**src/rtl/rcp_pkg.sv**
```systemverilog
// rcp_pkg: types, constants and result codes for the ray-crossing
// point-in-polygon core. No dependencies.
package rcp_pkg;

    localparam int COORD_FRAC_BITS = 16;
    localparam int EPS_LSB         = 7;
    localparam int DIR_SHIFT       = 15;
    localparam longint LIM         = longint'(EPS_LSB) << DIR_SHIFT;

    localparam int CFG_W   = 32;
    localparam int IDX_W   = 3;
    localparam int DIFF_W  = 33;
    localparam int MUL_W   = 34;
    localparam int PROD_W  = 2 * MUL_W;
    localparam int D_W     = 50;
    localparam int T_W     = 67;
    localparam int CMP_W   = T_W + 1 + DIR_SHIFT + 2;
    localparam int PW      = 56;

    localparam logic [IDX_W-1:0] CFG_POINT_X    = 3'd0;
    localparam logic [IDX_W-1:0] CFG_POINT_Y    = 3'd1;
    localparam logic [IDX_W-1:0] CFG_DIR_X      = 3'd2;
    localparam logic [IDX_W-1:0] CFG_DIR_Y      = 3'd3;
    localparam logic [IDX_W-1:0] CFG_CHECK_MODE = 3'd4;

    typedef enum logic [1:0] {
        EDGE_MISS = 2'd0,
        EDGE_HIT  = 2'd1,
        EDGE_NEAR = 2'd2
    } edge_res_t;

    typedef struct packed {
        logic signed [31:0] start_x;
        logic signed [31:0] start_y;
        logic signed [31:0] end_x;
        logic signed [31:0] end_y;
        logic               last_edge;
    } in_t;

    typedef struct packed {
        logic outside;
        logic unknown;
    } out_t;

endpackage

```
**src/rtl/rcp_mul.sv**
```systemverilog
// rcp_mul: shared signed multiplier with registered product.
// Depends on rcp_pkg.
module rcp_mul
    import rcp_pkg::*;
(
    input  logic                     clk,
    input  logic signed [MUL_W-1:0]  op_a,
    input  logic signed [MUL_W-1:0]  op_b,
    output logic signed [PROD_W-1:0] prod
);

    logic signed [PROD_W-1:0] prod_reg;

    always_ff @(posedge clk)
    begin
        prod_reg <= PROD_W'(op_a) * PROD_W'(op_b);
    end

    assign prod = prod_reg;

endmodule

```
**config.mk**
```make
export PLATFORM = sky130hd
export DESIGN_NAME = rcp_mul
export DESIGN_NICKNAME = d
export VERILOG_FILES = /design/src/rtl/rcp_pkg.sv /design/src/rtl/rcp_mul.sv
export SDC_FILE = /design/constraint.sdc
export NUM_CORES = 2
export LEC_CHECK = 0
export BUFFER_PORTS_ARGS = -buffer_cell sky130_fd_sc_hd__buf_2
export CAP_MARGIN = 20
export CELL_PAD_IN_SITES_DETAIL_PLACEMENT = 1
export CELL_PAD_IN_SITES_GLOBAL_PLACEMENT = 1
export CORE_MARGIN = 1.5
export CORE_UTILIZATION = 47
export DETAILED_ROUTE_END_ITERATION = 6
export GPL_TIMING_DRIVEN = 1
export PLACE_DENSITY = 0.81
export SLEW_MARGIN = 30
export SYNTH_ARGS = -nofsm -noshare
export SYNTH_HDL_FRONTEND = slang
export SYNTH_SLANG_ARGS = --single-unit
```
**constraint.sdc**
```tcl
create_clock -name clk -period 9.2 [get_ports clk]
set_clock_uncertainty 0.15 [all_clocks]
set_input_delay 2.3 -clock clk [delete_from_list [all_inputs] [get_ports clk]]
set_output_delay 2.3 -clock clk [all_outputs]
set_load 0.02 [all_outputs]
```
Yosys cells after proc, flatten, opt, wreduce, memory -nomap -nowiden

Cells that the tools add are included.

Bits in registers: 68
Bits of input ports: 69
Word-level logic and storage cells: 2

Multiply operators: 1

Operators with widths:

| operator         | number |
|---|---|
| $mul A34 B34 Y68 | 1 |

Depth between registers and ports, before layout

Depth after elaboration: 1
Gate-level depth with buffers: 31

Worst setup path after synthesis

Ideal clock, no wire load.

Path kind: in2reg
Start point: in op_a[33]
End point: reg prod_reg[65] (netlist: prod[65])
Required time: 8.978 ns
Arrival: 9.718 ns
Buffers on the path: 2
Setup slack: -0.740 ns
Setup time: 0.072 ns
Stages: 24
Cell sequence: clkbuf_1 > nand2_1 > inv_1 > fa_1 > fa_1 > fa_1 > fa_1 > inv_1 > fa_1 > fa_1 > fa_1 > fa_1 > inv_1 > ha_1 > clkdlybuf4s50_2 > nand3_1 > or2_2 > nor2_1 > a221oi_1 > o21ai_0 > a31oi_2 > nor2_2 > o41ai_2 > xnor2_1

Longest elaborated chain between the ends: 1

RTL lines:

| element                | line          | RTL |
|---|---|---|
| start: declaration     | rcp_mul.sv:7  | `input logic signed [MUL_W-1:0] op_a,` |
| $mul A34 B34 Y68       | rcp_mul.sv:16 | `prod_reg <= PROD_W'(op_a) * PROD_W'(op_b);` |
| end signal: assignment | rcp_mul.sv:16 |  |
| end: declaration       | rcp_mul.sv:12 | `logic signed [PROD_W-1:0] prod_reg;` |

No other way between the ends.

Worst setup path in the final report

Start point: in op_b[3]
End point: reg prod_reg[55] (netlist: prod[55])

Longest elaborated chain between the ends: 1

RTL lines:

| element            | line          | RTL |
|---|---|---|
| start: declaration | rcp_mul.sv:8  | `input logic signed [MUL_W-1:0] op_b,` |
| $mul A34 B34 Y68   | rcp_mul.sv:16 |  |

No other way between the ends.

==> impl_metrics.tcl <==
set metrics [dict create \
    outcome "finished with violations" \
    violations "negative setup slack" \
    area_growth_pct 22.1 \
    setup_viol 42 \
    yosysSeqAreaShare_pct 3.16 \
    die_area_um2 93400 \
    drt-initial-drc-count 5776 \
    max-clock-path-buffers 2 \
    drt-total-wl_um 245000 \
    drive_gt1_share_pct 23.9 \
    grt_usage_pct 43.1 \
    worst_pin_slew_ps 862 \
    end_kind "flip-flop" \
    final_area_um2 52500 \
    vias 41500 \
    max_clock_freq_mhz 92.8 \
    finalCritPeriodShare_pct 117 \
    yosys_most_used_dff "dfxtp_1" \
    vias_per_cell 6.59 \
    dp.cells 6184 \
    final_cells 6292 \
    synth_nets 6068 \
    async_flop_share_pct 0 \
    clkTransAtPathRegs_ps 90 \
    rsz0062_at_grt "yes" \
    grt_overflow 0 \
    busiest_layer "met2" \
    met3_usage_pct 14.7 \
    ys_warn_count 0 \
    crit_required_ps 9400 \
    fill_cells 9770 \
    final_antenna_net_count 0 \
    worstHoldPathType "primary input to flip-flop" \
    post-place-ws_ps -1430 \
    met2_usage_pct 69.1 \
    cts_sinks 68 \
    syn_avg_cell_area_um2 9.45 \
    critPathMaxFanout 7 \
    grt_util_met1_pct 44.9 \
    hold_buffers 0 \
    drcViolationCount 0 \
    wl_per_cell_um 38.9 \
    largest_register_ffs 68 \
    synth-seq-cells 68 \
    critPathKind "primary input to flip-flop" \
    nets 6618 \
    coreArea_um2 90400 \
    start_util_pct 47.6 \
    max_stage_delay_ps 870 \
    grt_pass1_vias 45400 \
    drv_slew 0 \
    placed_area_um2 49000 \
    grt_antenna_before_repair 24 \
    die_h_um 306 \
    hold_viol_final 0 \
    synth_edf_count 0 \
    gp_congestion 0.956 \
    synthDistinctLibCells 69 \
    cp-start-kind "primary input" \
    tritoncts "built" \
    drv_cap 0 \
    io_pins 137 \
    numCtsBuffers 9 \
    crit_top_cell "fa_1" \
    dr.pass1.iters 7 \
    cts_root_buffer "clkbuf_16" \
    h-tree-depth 3 \
    rows 110 \
    die_w_um 306 \
    hpwl_um 141000 \
    slew_headroom_pct 42.4 \
    synth_cells 4554 \
    fin_ws_ps -1580 \
    fin_crit_ps 10780 \
    utilization_pct 58.1 \
    critPathSlowestCell "fa_1" \
    grt_start_max_net_pins 22 \
    cp_data_arrival_time_ps 10980 \
    port_buffers 136 \
    synthesis.area_um2 43000 \
    grt_pass1_wl_um 293000 \
]
layout by cell type, fill, tap and decap left out, types with 68 or more instances in the layout:
master / n
and2_1: 584
ha_1: 169
fa_1: 1129
buf_2: 80
buf_4: 501
inv_1: 1135
dfxtp_1: 68
inv_2: 93
fa_2: 112
buf_6: 98
nand2_1: 513
synth_stat cells (3+ instances only):
cell	count	area share, %
fa_1	1241	58
inv_1	1231	11
and2_1	621	9.0
nand2_1	542	4.7
clkbuf_1	214	1.9
ha_1	204	5.9
dfxtp_1	68	3.2
a21oi_1	61	0.71
xnor2_1	56	1.1
nor2_1	54	0.47
a21o_1	37	0.65
o21ai_0	31	0.36
xor2_1	23	0.47
nand2b_1	20	0.29
o21bai_1	12	0.21
nand3_1	11	0.13
nand4_1	11	0.16
nor2b_1	9	0.13
a31oi_1	7	0.10
o21ai_1	7	0.081
a211oi_1	6	0.10
and3_1	5	0.073
nor3_1	5	0.058
buf_4	4	0.070
o21a_1	4	0.070
or2_2	4	0.058
a221oi_1	3	0.061
and3_2	3	0.052
o211ai_1	3	0.052
o41ai_1	3	0.061
o41ai_2	3	0.11
cells by family after synthesis:
kind of cell / count (synthesis) / synth area share (%)
buffers and inverters: 1460 / 12.8
DFF: 68 / 3.16
and+or+nand+nor: 1296 / 15.4
xor gates and xnor gates: 79 / 1.61
AOI/OAI and AO/OA: 206 / 3.35
adders and majority gates: 1445 / 63.7
metrics by stage:
| step | hold slack, ps | TNS, ps |
|---|---|---|
| finish | 2390 | -41910 |
| global route | 2350 | -39440 |
| CTS | 2350 | -1860 |
| detailed placement | 2570 | -34280 |
| global placement | 2570 | -26510 |
| floorplan | 2280 | 0 |
area by class of cell:
type                            count  area [um^2]  share of cell area, %
Antenna cell                        8         20.0                 0.0381
Multi-Input combinational cell   3026        37900                   72.1
Tap cell                         1176         1470                   2.80
Clock inverter                      5         53.8                  0.102
Inverter                         1232         4630                   8.82
Clock buffer                       10          229                  0.436
Timing Repair Buffer              767         6890                   13.1
Sequential cell                    68         1360                   2.59
worst paths after layout:
path                    start               end  slack [ps]  cells past startpoint
worst max-delay path  op_b[3]  prod[55]$_DFF_P_       -1580                     29
worst min-delay path  op_b[0]   prod[0]$_DFF_P_        2390                      3
what timing repair did:
item                                    CTS  global route
pin swaps                               146           235
endpoints found under the setup margin   38            41
gates cloned                              1             0
resized for setup                       358           371
setup buffers                            46            50
worst max-delay path, delay by kind of cell:
family	cells	cell delay, ps
adders and majority gates	9	5210
and+or+nand+nor	2	360
AOI/OAI and AO/OA	6	1240
buffers and inverters	11	1620
xor gates and xnor gates	1	170
metal layers:
metal	wire (um)	share of wire [%]	up-vias
met4	34900	14	42
met2	101000	41	4810
li1	-	-	13900
met3	38600	16	2576
met1	69300	28	20100
met5	1090	0.45	-
Power is left out: the tool's default activity adds up to more than one toggle a clock period on the data nets, which glitch-free logic cannot reach.
