<file path="config.mk">
export PLATFORM = sky130hd
export DESIGN_NAME = rcp_eval
export DESIGN_NICKNAME = d
export VERILOG_FILES = /design/src/rtl/rcp_pkg.sv /design/src/rtl/rcp_eval.sv
export SDC_FILE = /design/constraint.sdc
export NUM_CORES = 1
export LEC_CHECK = 0
export BUFFER_PORTS_ARGS = -buffer_cell sky130_fd_sc_hd__buf_2
export CORE_ASPECT_RATIO = 2
export CORE_MARGIN = 4
export CORE_UTILIZATION = 63
export DETAILED_ROUTE_END_ITERATION = 12
export PLACE_DENSITY_LB_ADDON = 0.3
export SLEW_MARGIN = 10
export SYNTH_ARGS = -nofsm -noshare
export SYNTH_HDL_FRONTEND = slang
export SYNTH_SLANG_ARGS = --single-unit
</file>
<file path="constraint.sdc">
create_clock -name vclk -period 20.3
set_input_delay 3.045 -clock vclk [all_inputs]
set_output_delay 3.045 -clock vclk [all_outputs]
set_load 0.05 [all_outputs]
</file>
<file path="src/rtl/rcp_pkg.sv">
// rcp_pkg: types, constants and result codes for the ray-crossing
// point-in-polygon core. No dependencies.
package rcp_pkg;

    localparam int COORD_FRAC_BITS = 16;
    localparam int EPS_LSB         = 7;
    localparam int DIR_SHIFT       = 15;
    localparam longint LIM         = longint'(EPS_LSB) << DIR_SHIFT;

    localparam int CFG_W   = 32;
    localparam int IDX_W   = 3;
    localparam int DIFF_W  = 33;
    localparam int MUL_W   = 34;
    localparam int PROD_W  = 2 * MUL_W;
    localparam int D_W     = 50;
    localparam int T_W     = 67;
    localparam int CMP_W   = T_W + 1 + DIR_SHIFT + 2;
    localparam int PW      = 56;

    localparam logic [IDX_W-1:0] CFG_POINT_X    = 3'd0;
    localparam logic [IDX_W-1:0] CFG_POINT_Y    = 3'd1;
    localparam logic [IDX_W-1:0] CFG_DIR_X      = 3'd2;
    localparam logic [IDX_W-1:0] CFG_DIR_Y      = 3'd3;
    localparam logic [IDX_W-1:0] CFG_CHECK_MODE = 3'd4;

    typedef enum logic [1:0] {
        EDGE_MISS = 2'd0,
        EDGE_HIT  = 2'd1,
        EDGE_NEAR = 2'd2
    } edge_res_t;

    typedef struct packed {
        logic signed [31:0] start_x;
        logic signed [31:0] start_y;
        logic signed [31:0] end_x;
        logic signed [31:0] end_y;
        logic               last_edge;
    } in_t;

    typedef struct packed {
        logic outside;
        logic unknown;
    } out_t;

endpackage

</file>
<file path="src/rtl/rcp_eval.sv">
// rcp_eval: edge classification from the normalized determinant terms.
// Depends on rcp_pkg.
module rcp_eval
    import rcp_pkg::*;
(
    input  logic signed [D_W:0]       dn,
    input  logic signed [D_W:0]       d2n,
    input  logic signed [T_W:0]       tn,
    input  logic signed [15:0]        dir_x,
    input  logic signed [15:0]        dir_y,
    input  logic                      chk,
    input  logic signed [DIFF_W-1:0]  b1,
    input  logic signed [DIFF_W-1:0]  b2,
    input  logic signed [DIFF_W-1:0]  fx,
    input  logic signed [DIFF_W-1:0]  fy,
    output edge_res_t                 res
);

    logic signed [CMP_W-1:0] dnx, ed, ned, s2, sd, t1, lim_c, abs_d2, abs_a;
    logic                    near_gen, miss_gen, use_a;
    logic signed [16:0]      den;
    logic signed [16:0]      dabs;
    logic signed [MUL_W-1:0] n0, n1, mn, mx;
    logic signed [PW-1:0]    lo, hi, bnd, nbnd;

    always_comb
    begin
        dnx   = CMP_W'(dn);
        ed    = (dnx <<< 3) - dnx;
        ned   = -ed;
        s2    = CMP_W'(d2n) <<< COORD_FRAC_BITS;
        sd    = (CMP_W'(d2n) - dnx) <<< COORD_FRAC_BITS;
        t1    = CMP_W'(tn) <<< DIR_SHIFT;
        near_gen = chk && (((ned < s2) && (s2 < ed)) || ((ned < sd) && (sd < ed)));
        miss_gen = (t1 < ned) || (s2 < ned) || (ed < sd);

        lim_c  = CMP_W'(LIM);
        abs_d2 = (d2n < 0) ? -CMP_W'(d2n) : CMP_W'(d2n);
        abs_a  = (dir_x < 0) ? -CMP_W'(dir_x) : CMP_W'(dir_x);
        use_a  = (abs_a <<< COORD_FRAC_BITS) > lim_c;
        den    = use_a ? 17'(dir_x) : 17'(dir_y);
        n0     = use_a ? MUL_W'(b1) : MUL_W'(b2);
        n1     = use_a ? MUL_W'(fx) : MUL_W'(fy);
        if (den < 0)
        begin
            dabs = -den;
            n0   = -n0;
            n1   = -n1;
        end
        else
        begin
            dabs = den;
        end
        mn   = (n0 < n1) ? n0 : n1;
        mx   = (n0 < n1) ? n1 : n0;
        lo   = PW'(mn) <<< DIR_SHIFT;
        hi   = PW'(mx) <<< DIR_SHIFT;
        bnd  = (PW'(dabs) <<< 3) - PW'(dabs);
        nbnd = -bnd;

        if (dnx < lim_c)
        begin
            if (abs_d2 > lim_c || den == 0)
                res = EDGE_MISS;
            else if (chk && lo > nbnd && lo < bnd && hi >= nbnd && hi <= bnd)
                res = EDGE_NEAR;
            else if (hi <= nbnd)
                res = EDGE_MISS;
            else
                res = EDGE_HIT;
        end
        else
        begin
            if (near_gen)
                res = EDGE_NEAR;
            else if (miss_gen)
                res = EDGE_MISS;
            else
                res = EDGE_HIT;
        end
    end

endmodule

</file>
# After elaboration in Yosys (flattened, before gate mapping)
# Cells that the tools add are included.
[totals] regBits=0 word_cells=57
[op_classes] n_addsub=10 magnitude_cmp=19 n_mux=16 n_reduce_logical=12
[op_table] operator="34-bit two-way mux" count=6
[op_table] operator="85-bit by 19-bit > comparator with 1-bit output (second input constant)" count=2
[op_table] operator="67-bit by 85-bit < comparator with 1-bit output" count=1
[op_table] operator="83-bit by 85-bit < comparator with 1-bit output" count=1
[op_table] operator="85-bit by 67-bit < comparator with 1-bit output" count=1
[op_table] operator="85-bit by 68-bit < comparator with 1-bit output" count=1
[op_table] operator="85-bit two-way mux" count=1
[op_table] operator="51-bit negation with 85-bit output" count=1
[op_table] operator="55-bit negation with 85-bit output" count=1
[op_table] operator="69-bit two-way mux" count=1
[op_table] operator="16-bit negation with 69-bit output" count=1
[op_table] operator="55-bit by 68-bit < comparator with 1-bit output" count=1
[op_table] operator="68-bit by 55-bit < comparator with 1-bit output" count=1
[op_table] operator="34-bit negation" count=2
[op_table] operator="67-bit by 55-bit < comparator with 1-bit output" count=1
[op_table] operator="49-bit by 56-bit >= comparator with 1-bit output" count=1
[op_table] operator="49-bit by 56-bit > comparator with 1-bit output" count=1
[op_table] operator="49-bit by 56-bit <= comparator with 1-bit output" count=1
[op_table] operator="21-bit negation with 56-bit output" count=1
[op_table] operator="54-bit by 51-bit subtractor with 55-bit output" count=1
[op_table] operator="51-bit by 51-bit subtractor with 52-bit output" count=1
[op_table] operator="51-bit by 1-bit < comparator with 1-bit output (second input constant)" count=1
[op_table] operator="51-bit by 19-bit < comparator with 1-bit output (second input constant)" count=1
[op_table] operator="49-bit by 21-bit <= comparator with 1-bit output" count=1
[op_table] operator="other kinds (12)" count=26

# Depth between registers and ports, before layout
# Gate-level depths: netlist (run 1).
[logic_depth] depth_word=16 ltp_mapped=61 depth_no_buf=47

# Worst setup path after synthesis (run 1)
# Ideal clock, no wire load.
[synth_timing] kind="input -> output" from="input dir_x[6]" to="output res[0]" arrival_ps=15082 required_ps=17255 path_slack_ps=2173 cell_stages=55 path_buffers=14 path_cell_list="buf_6 or4_4 buf_6 nor4_4 nor3_2 o21a_2 buf_6 nand2_1 buf_2 buf_2 buf_2 buf_2 clkbuf_1 buf_1 buf_1 mux2i_1 ha_1 clkbuf_1 [... 19 more ...] clkbuf_1 buf_1 clkbuf_1 mux2i_1 ha_1 a21o_1 a21oi_1 nor2b_1 o21ai_0 nand2b_1 a21oi_1 nor2b_1 o21ai_0 nand2_1 a21oi_1 or3b_1 mux2i_1 o31ai_1"
[synth_between] elab_chain_len=16 word_cells_on_any_way=34 cone_classes="6 x add/sub; 9 x order compare; 13 x mux; 6 x reduce/logical"
[synth_rtl] item="from (decl)" line_no="rcp_eval.sv:9" rtl="input logic signed [15:0] dir_x,"
[synth_rtl] item="16-bit negation with 69-bit output / 16-bit by 1-bit < comparator with 1-bit output (equally long branches)" line_no="rcp_eval.sv:39" rtl="abs_a = (dir_x < 0) ? -CMP_W'(dir_x) : CMP_W'(dir_x);"
[synth_rtl] item="69-bit two-way mux" line_no="rcp_eval.sv:39"
[synth_rtl] item="85-bit by 19-bit > comparator with 1-bit output" line_no="rcp_eval.sv:40" rtl="use_a = (abs_a <<< COORD_FRAC_BITS) > lim_c;"
[synth_rtl] item="17-bit two-way mux, or another cell as far along" line_no="rcp_eval.sv:41" rtl="den = use_a ? 17'(dir_x) : 17'(dir_y);"
[synth_rtl] item="17-bit negation, or another cell as far along" line_no="rcp_eval.sv:46" rtl="dabs = -den;"
[synth_rtl] item="17-bit two-way mux / 34-bit two-way mux (equally long branches)" line_no="rcp_eval.sv:44" rtl="if (den < 0)"
[synth_rtl] item="20-bit by 17-bit subtractor with 21-bit output / 34-bit < comparator (equally long branches)" line_no="rcp_eval.sv:58, rcp_eval.sv:54, rcp_eval.sv:55"
[synth_rtl] item="21-bit negation with 56-bit output / 34-bit two-way mux (equally long branches)" line_no="rcp_eval.sv:59, rcp_eval.sv:54"
[synth_rtl] item="49-bit by 56-bit > comparator with 1-bit output" line_no="rcp_eval.sv:65" rtl="else if (chk && lo > nbnd && lo < bnd && hi >= nbnd && hi <= bnd)"
[synth_rtl] item="1-bit logical AND (4 in series)" line_no="rcp_eval.sv:65"
[synth_rtl] item="2-bit two-way mux" line_no="rcp_eval.sv:65"
[synth_rtl] item="2-bit two-way mux *" line_no="rcp_eval.sv:63" rtl="if (abs_d2 > lim_c || den == 0)"
[synth_rtl] item="2-bit two-way mux *" line_no="rcp_eval.sv:61" rtl="if (dnx < lim_c)"
[synth_rtl] item="to (decl)" line_no="rcp_eval.sv:16" rtl="output edge_res_t res"
# Every way passes the cells marked *; elsewhere a longest branch is shown, timed or not.

# Worst setup path in the final report (run 1)
[layout_timing] from="input dir_x[12]" to="output res[1]"
# The elaborated chain is that of the path after synthesis.

==> out/qor.yml, run 1 <==
synthesis:
  synthTopCellsByArea: "ha_1 28%, a21oi_1 5.7%, xnor2_1 5.3%, a21o_1 4.5%, mux2i_1 4.4%"
  postSynthCellCount: 3762
  yosysSeqAreaShare: 0
  synth_top_area_frac: 0.279
  yosysTopAreaCell: "ha_1"
  ys_types: 113
  syn_area_sq_um: 27000
  yosysWarnings: 0
  syn_avg_cell_area_sq_um: 7.19
  syn_nets: 4702
setup_path:
  cpPeakStageDelay_ns: 1.01
  worstPathMaxFanout: 86
  crit_type: "in2out"
  cp-start-kind: "primary input"
  slowest_stage: "nor4_1"
  path_delay_family: "simple AND/OR/NAND/NOR gates"
  crit_path_end_kind: "output port"
  worst_ep_arrival_time_ns: 14.60
  critPathRequiredTime_ns: 17.26
  path_buf_inv: 4
placement:
  placed_cell_area_sq_um: 29200
  io_buffers: 337
  gp_congestion: 1.08
  place_inst: 4555
  place_ws_ns: 2.96
  post-dp-hpwl_mm: 99.0
finish:
  final_design_area_no_fill_sq_um: 29200
  regArea_sq_um: 0
  nNetsFinal: 4954
  n_clock_buffer: 0
  area_delta_synth_final_pct: 7.98
  instances_no_fill: 4559
  fin_util: 0.686
  multi_input_area_sq_um: 25700
  fillers: 4078
  seq_cells: 0
  layout-drive-gt1-share: 0.117
sta:
  layout_min_cycle_time_ns: 17.64
  final_hold_viol_count: 0
  worst_pin_slew_ns: 1.49
  timing.final.crit_share: 0.869
  setup_ws_ns: 2.66
  slew_headroom: 0.00242
  fmax_mhz: 56.7
  setup_viol: 0
  slew_violations: 0
  grt_setup_unrepaired: "false"
  finalSetupTns_ns: 0
die:
  die-area_sq_um: 46500
  boundaryPins: 337
  rows: 107
  die_y_microns: 301
  core_area_sq_um: 42600
  die_width_microns: 154
  initial_core_util: 0.635
drt:
  vias: 32200
  routed_wl_mm: 119
  wire_per_inst_microns: 26.0
  drtPass1Iterations: 6
  ant_nets: 0
  viasPerCell: 7.07
  drc_errors: 0
  drt_iter0_drc: 2405
min_path:
  whs_path_depth: 6
  min_to: "res[0]"
  min_path_type: "in2out"
  hold_start: "d2n[45]"
power_and_ir_drop:
  p_leak_uw: 0.0143
  vdd_ir_drop_max_mv: 0.0349
  pwr_density_cell_nw_per_um2: 45.6
global_route:
  grt_overflow_total: 0
  grt_max_degree: 87
  antenna_found_initial: 2
  grt_pass1_wl_mm: 183
  grt_pass1_vias: 33100
  grt_usage: 0.501
run:
  drv_cap: 1
clock_tree:
  cts_resized: 0
  hold_buffers: 0
  cts_setup_buffers: 0
status:
  violations: "capacitance limit"
  outcome: "complete, but fails checks"
==> synth_stat cells (all sizes together), types with 25 or more instances <==
| cell type | n |
|---|---|
| or2 | 25 |
| o21a | 38 |
| a211oi | 58 |
| nand3 | 92 |
| inv | 241 |
| buf | 38 |
| o21ai | 240 |
| o31ai | 34 |
| or3 | 58 |
| a21o | 162 |
| nand2b | 94 |
| nor2b | 98 |
| nor4 | 60 |
| nand2 | 213 |
| nor3 | 123 |
| xnor2 | 164 |
| mux2i | 119 |
| a211o | 40 |
| a21oi | 311 |
| and2 | 28 |
| a31oi | 49 |
| ha | 604 |
| clkbuf | 76 |
| xor2 | 99 |
| nor2 | 220 |
| nand4 | 129 |
==> how the worst max path moves through the flow <==
stage / depth (start not counted) / end / start
floorplan: 55 / res[0] / dir_x[6]
global placement: 49 / res[1] / dir_x[12]
detailed placement: 40 / res[0] / dir_x[2]
CTS: 48 / res[1] / dir_x[2]
global route: 48 / res[1] / dir_x[2]
finish: 41 / res[1] / dir_x[12]
==> cell families (layout without fill, tap and decap cells) <==
logic type	Yosys count	count (layout)	synth area share
xor gates and xnor gates	263	263	0.0855
buffers and inverters	358	608	0.0525
muxes	135	135	0.0509
other	1	3	0.000139
adders and majority gates	612	612	0.283
and+or+nand+nor	1247	1247	0.248
AOI/OAI and AO/OA	1146	1146	0.280
==> where the power goes <==
group / total (uW) / internal, uW / switching, uW
clock: 0.0000132 / 0.0000132 / 0
combinational: 1330 / 509 / 822
sequential: 0 / 0 / 0
total: 1330 / 509 / 822
==> cell usage in the layout (no fill, tap or decap), types with 94 or more instances in the layout <==
| master | n |
|---|---|
| ha_1 | 604 |
| buf_2 | 337 |
| a21oi_1 | 308 |
| inv_1 | 238 |
| o21ai_0 | 232 |
| nor2_1 | 218 |
| nand2_1 | 211 |
| xnor2_1 | 163 |
| a21o_1 | 162 |
| nand4_1 | 128 |
| nor3_1 | 118 |
| mux2i_1 | 118 |
| xor2_1 | 98 |
| nor2b_1 | 97 |
| nand2b_1 | 94 |
==> final cells by class <==
class | instances | area share
inverter | 244 | 0.0315
antenna | 2 | 0.000171
multi-input combinational | 3404 | 0.880
tap | 545 | 0.0234
timing repair buffer | 364 | 0.0648
==> tightest hold or removal path: stages <==
cell and delay (ns):
buf_2 0.19, o32ai_1 0.11, and3_1 0.25, o21ai_0 0.14, o31ai_1 0.08, buf_2 0.21
==> per-layer routing <==
layer | share of wire | GRT usage | vias up | wire length, microns
met5 | 0 | 0.00433 | - | 0
met4 | 0.17 | 0.629 | 0 | 19800
met3 | 0.062 | 0.141 | 1007 | 7370
met2 | 0.49 | 0.881 | 1788 | 58200
met1 | 0.28 | 0.388 | 14700 | 33200
li1 | - | - | 14800 | -
==> through the flow <==
step	hold slack, ns	total power [uW]
after floorplan	6.67	880
after detailed placement	7.04	1270
after global routing	7.14	1470
after global placement	7.05	1250
final	7.08	1330
after CTS	7.05	1280
Power figures use the tool's default switching activity.
==> inputs of run 2 (changes only) <==
--- a/config.mk
+++ b/config.mk
@@ -5,6 +5,7 @@
 export SDC_FILE = /design/constraint.sdc
 export NUM_CORES = 1
 export LEC_CHECK = 0
+export ABC_AREA = 1
 export BUFFER_PORTS_ARGS = -buffer_cell sky130_fd_sc_hd__buf_2
 export CORE_ASPECT_RATIO = 2
 export CORE_MARGIN = 4
==> run 2 against run 1 <==
- the flow now finishes without violations
- first-iteration DRC count decreased by 16%
- design area down 2.5%
- sequential share of layout area is the same
- worst setup slack improved by 0.89 ns
- wire length decreased by 14%
- synthesized area down 2.4%
- largest cell class unchanged
- highest routed layer is now met5
==> out/qor.yml, run 2 <==
sta:
  fmax_mhz: 59.7
  timing.hold.ws_ns: 6.77
  timing.final.crit_share: 0.825
  slew_violations: 0
  grt_setup_unrepaired: "false"
  finalSetupTns_ns: 0
  slew_headroom: 0.260
  worst_pin_slew_ns: 1.10
  final_hold_viol_count: 0
  setup_viol: 0
  layout_min_cycle_time_ns: 16.76
synthesis:
  syn_avg_cell_area_sq_um: 6.03
  syn_area_sq_um: 26400
  synth_top_area_frac: 0.286
  ys_types: 75
  yosysMostFrequentCell: "nand2_1"
  yosysTopAreaCell: "ha_1"
  yosysWarnings: 0
  postSynthCellCount: 4379
  synthTopCellsByArea: "ha_1 29%, nand2_1 14%, inv_1 9.5%, a21oi_1 6.7%, xor2_1 6.1%"
  syn_nets: 5319
  synth_top_cells_by_count: "951 x nand2_1, 669 x inv_1, 604 x ha_1"
  yosysSeqAreaShare: 0
run:
  drv_cap: 0
global_route:
  busiest_layer: "met2"
  grt_pass1_wl_mm: 157
  grt_pass1_vias: 31600
  grt_overflow_total: 0
  grt_usage: 0.427
  grt_use_met1: 0.378
  grt_max_degree: 93
  grt_util_met2: 0.769
  antenna_found_initial: 14
  use_met3: 0.0780
drt:
  ant_nets: 0
  drt_iter0_drc: 2023
  wire_per_inst_microns: 19.7
  drc_errors: 0
  vias: 31600
  viasPerCell: 6.07
  drtPass1Iterations: 8
  routed_wl_mm: 103
die:
  rows: 105
  initial_core_util: 0.640
  die-area_sq_um: 45400
  die_width_microns: 153
  boundaryPins: 337
  die_y_microns: 297
  core_area_sq_um: 41300
setup_path:
  cp-start-kind: "primary input"
  path_delay_family: "simple AND/OR/NAND/NOR gates"
  slowest_stage: "nand3_4"
  crit_type: "in2out"
  worst_ep_arrival_time_ns: 13.71
  path_buf_inv: 11
  cpPeakStageDelay_ns: 0.73
  crit_path_end_kind: "output port"
  critPathRequiredTime_ns: 17.26
  worstPathMaxFanout: 66
clock_tree:
  hold_buffers: 0
  cts_resized: 0
  cts_setup_buffers: 0
finish:
  n_clock_buffer: 0
  nNetsFinal: 5603
  layout_commonest_cell: "nand2_1"
  final_cell_mix: "950 x nand2_1, 669 x inv_1, 604 x ha_1"
  layout-drive-gt1-share: 0.111
  fillers: 4043
  area_delta_synth_final_pct: 7.88
  final_design_area_no_fill_sq_um: 28500
  regArea_sq_um: 0
  seq_cells: 0
min_path:
  min_path_type: "in2out"
placement:
  post-dp-hpwl_mm: 88.7
  io_buffers: 337
  placed_cell_area_sq_um: 28400
  gp_congestion: 1.09
status:
  outcome: "complete, no violations"
-- run 2: final timing paths --
check  startpoint     end  slack (ns)  cells past startpoint
max      dir_x[6]  res[1]        3.54                     54
min           chk  res[0]        6.77                      5
-- run 2: metrics by stage --
stage          worst slack (ns)  utilization  std cells
3_3_place_gp               4.10        0.689       5196
3_5_place_dp               3.95        0.689       5196
2_1_floorplan              6.04            -       4379
5_1_grt                    2.71        0.690       5200
6_report                   3.54        0.690       5209
4_1_cts                    3.90        0.689       5196
-- run 2: kinds of logic after synthesis --
group                      Yosys count  share of synthesized area
AOI/OAI and AO/OA                  821                      0.180
muxes                               29                     0.0115
xor gates and xnor gates           254                     0.0849
adders and majority gates          605                      0.287
buffers and inverters              764                      0.114
and+or+nand+nor                   1905                      0.323
other                                1                   0.000142
-- run 2: layer usage --
metal,wire length (microns),part of all wire,vias up
li1,-,-,15400
met1,32000,0.31,14100
met2,49300,0.48,1414
met3,7240,0.071,686
met4,13900,0.14,8
met5,51,0.00050,-
-- run 2: final cells by class --
class | instances | area, sq um | share of cell area
Antenna cell | 13 | 32.5 | 0.00114
Inverter | 699 | 2620 | 0.0922
Multi-Input combinational cell | 3615 | 23400 | 0.821
Tap cell | 535 | 669 | 0.0235
Timing Repair Buffer | 347 | 1760 | 0.0619
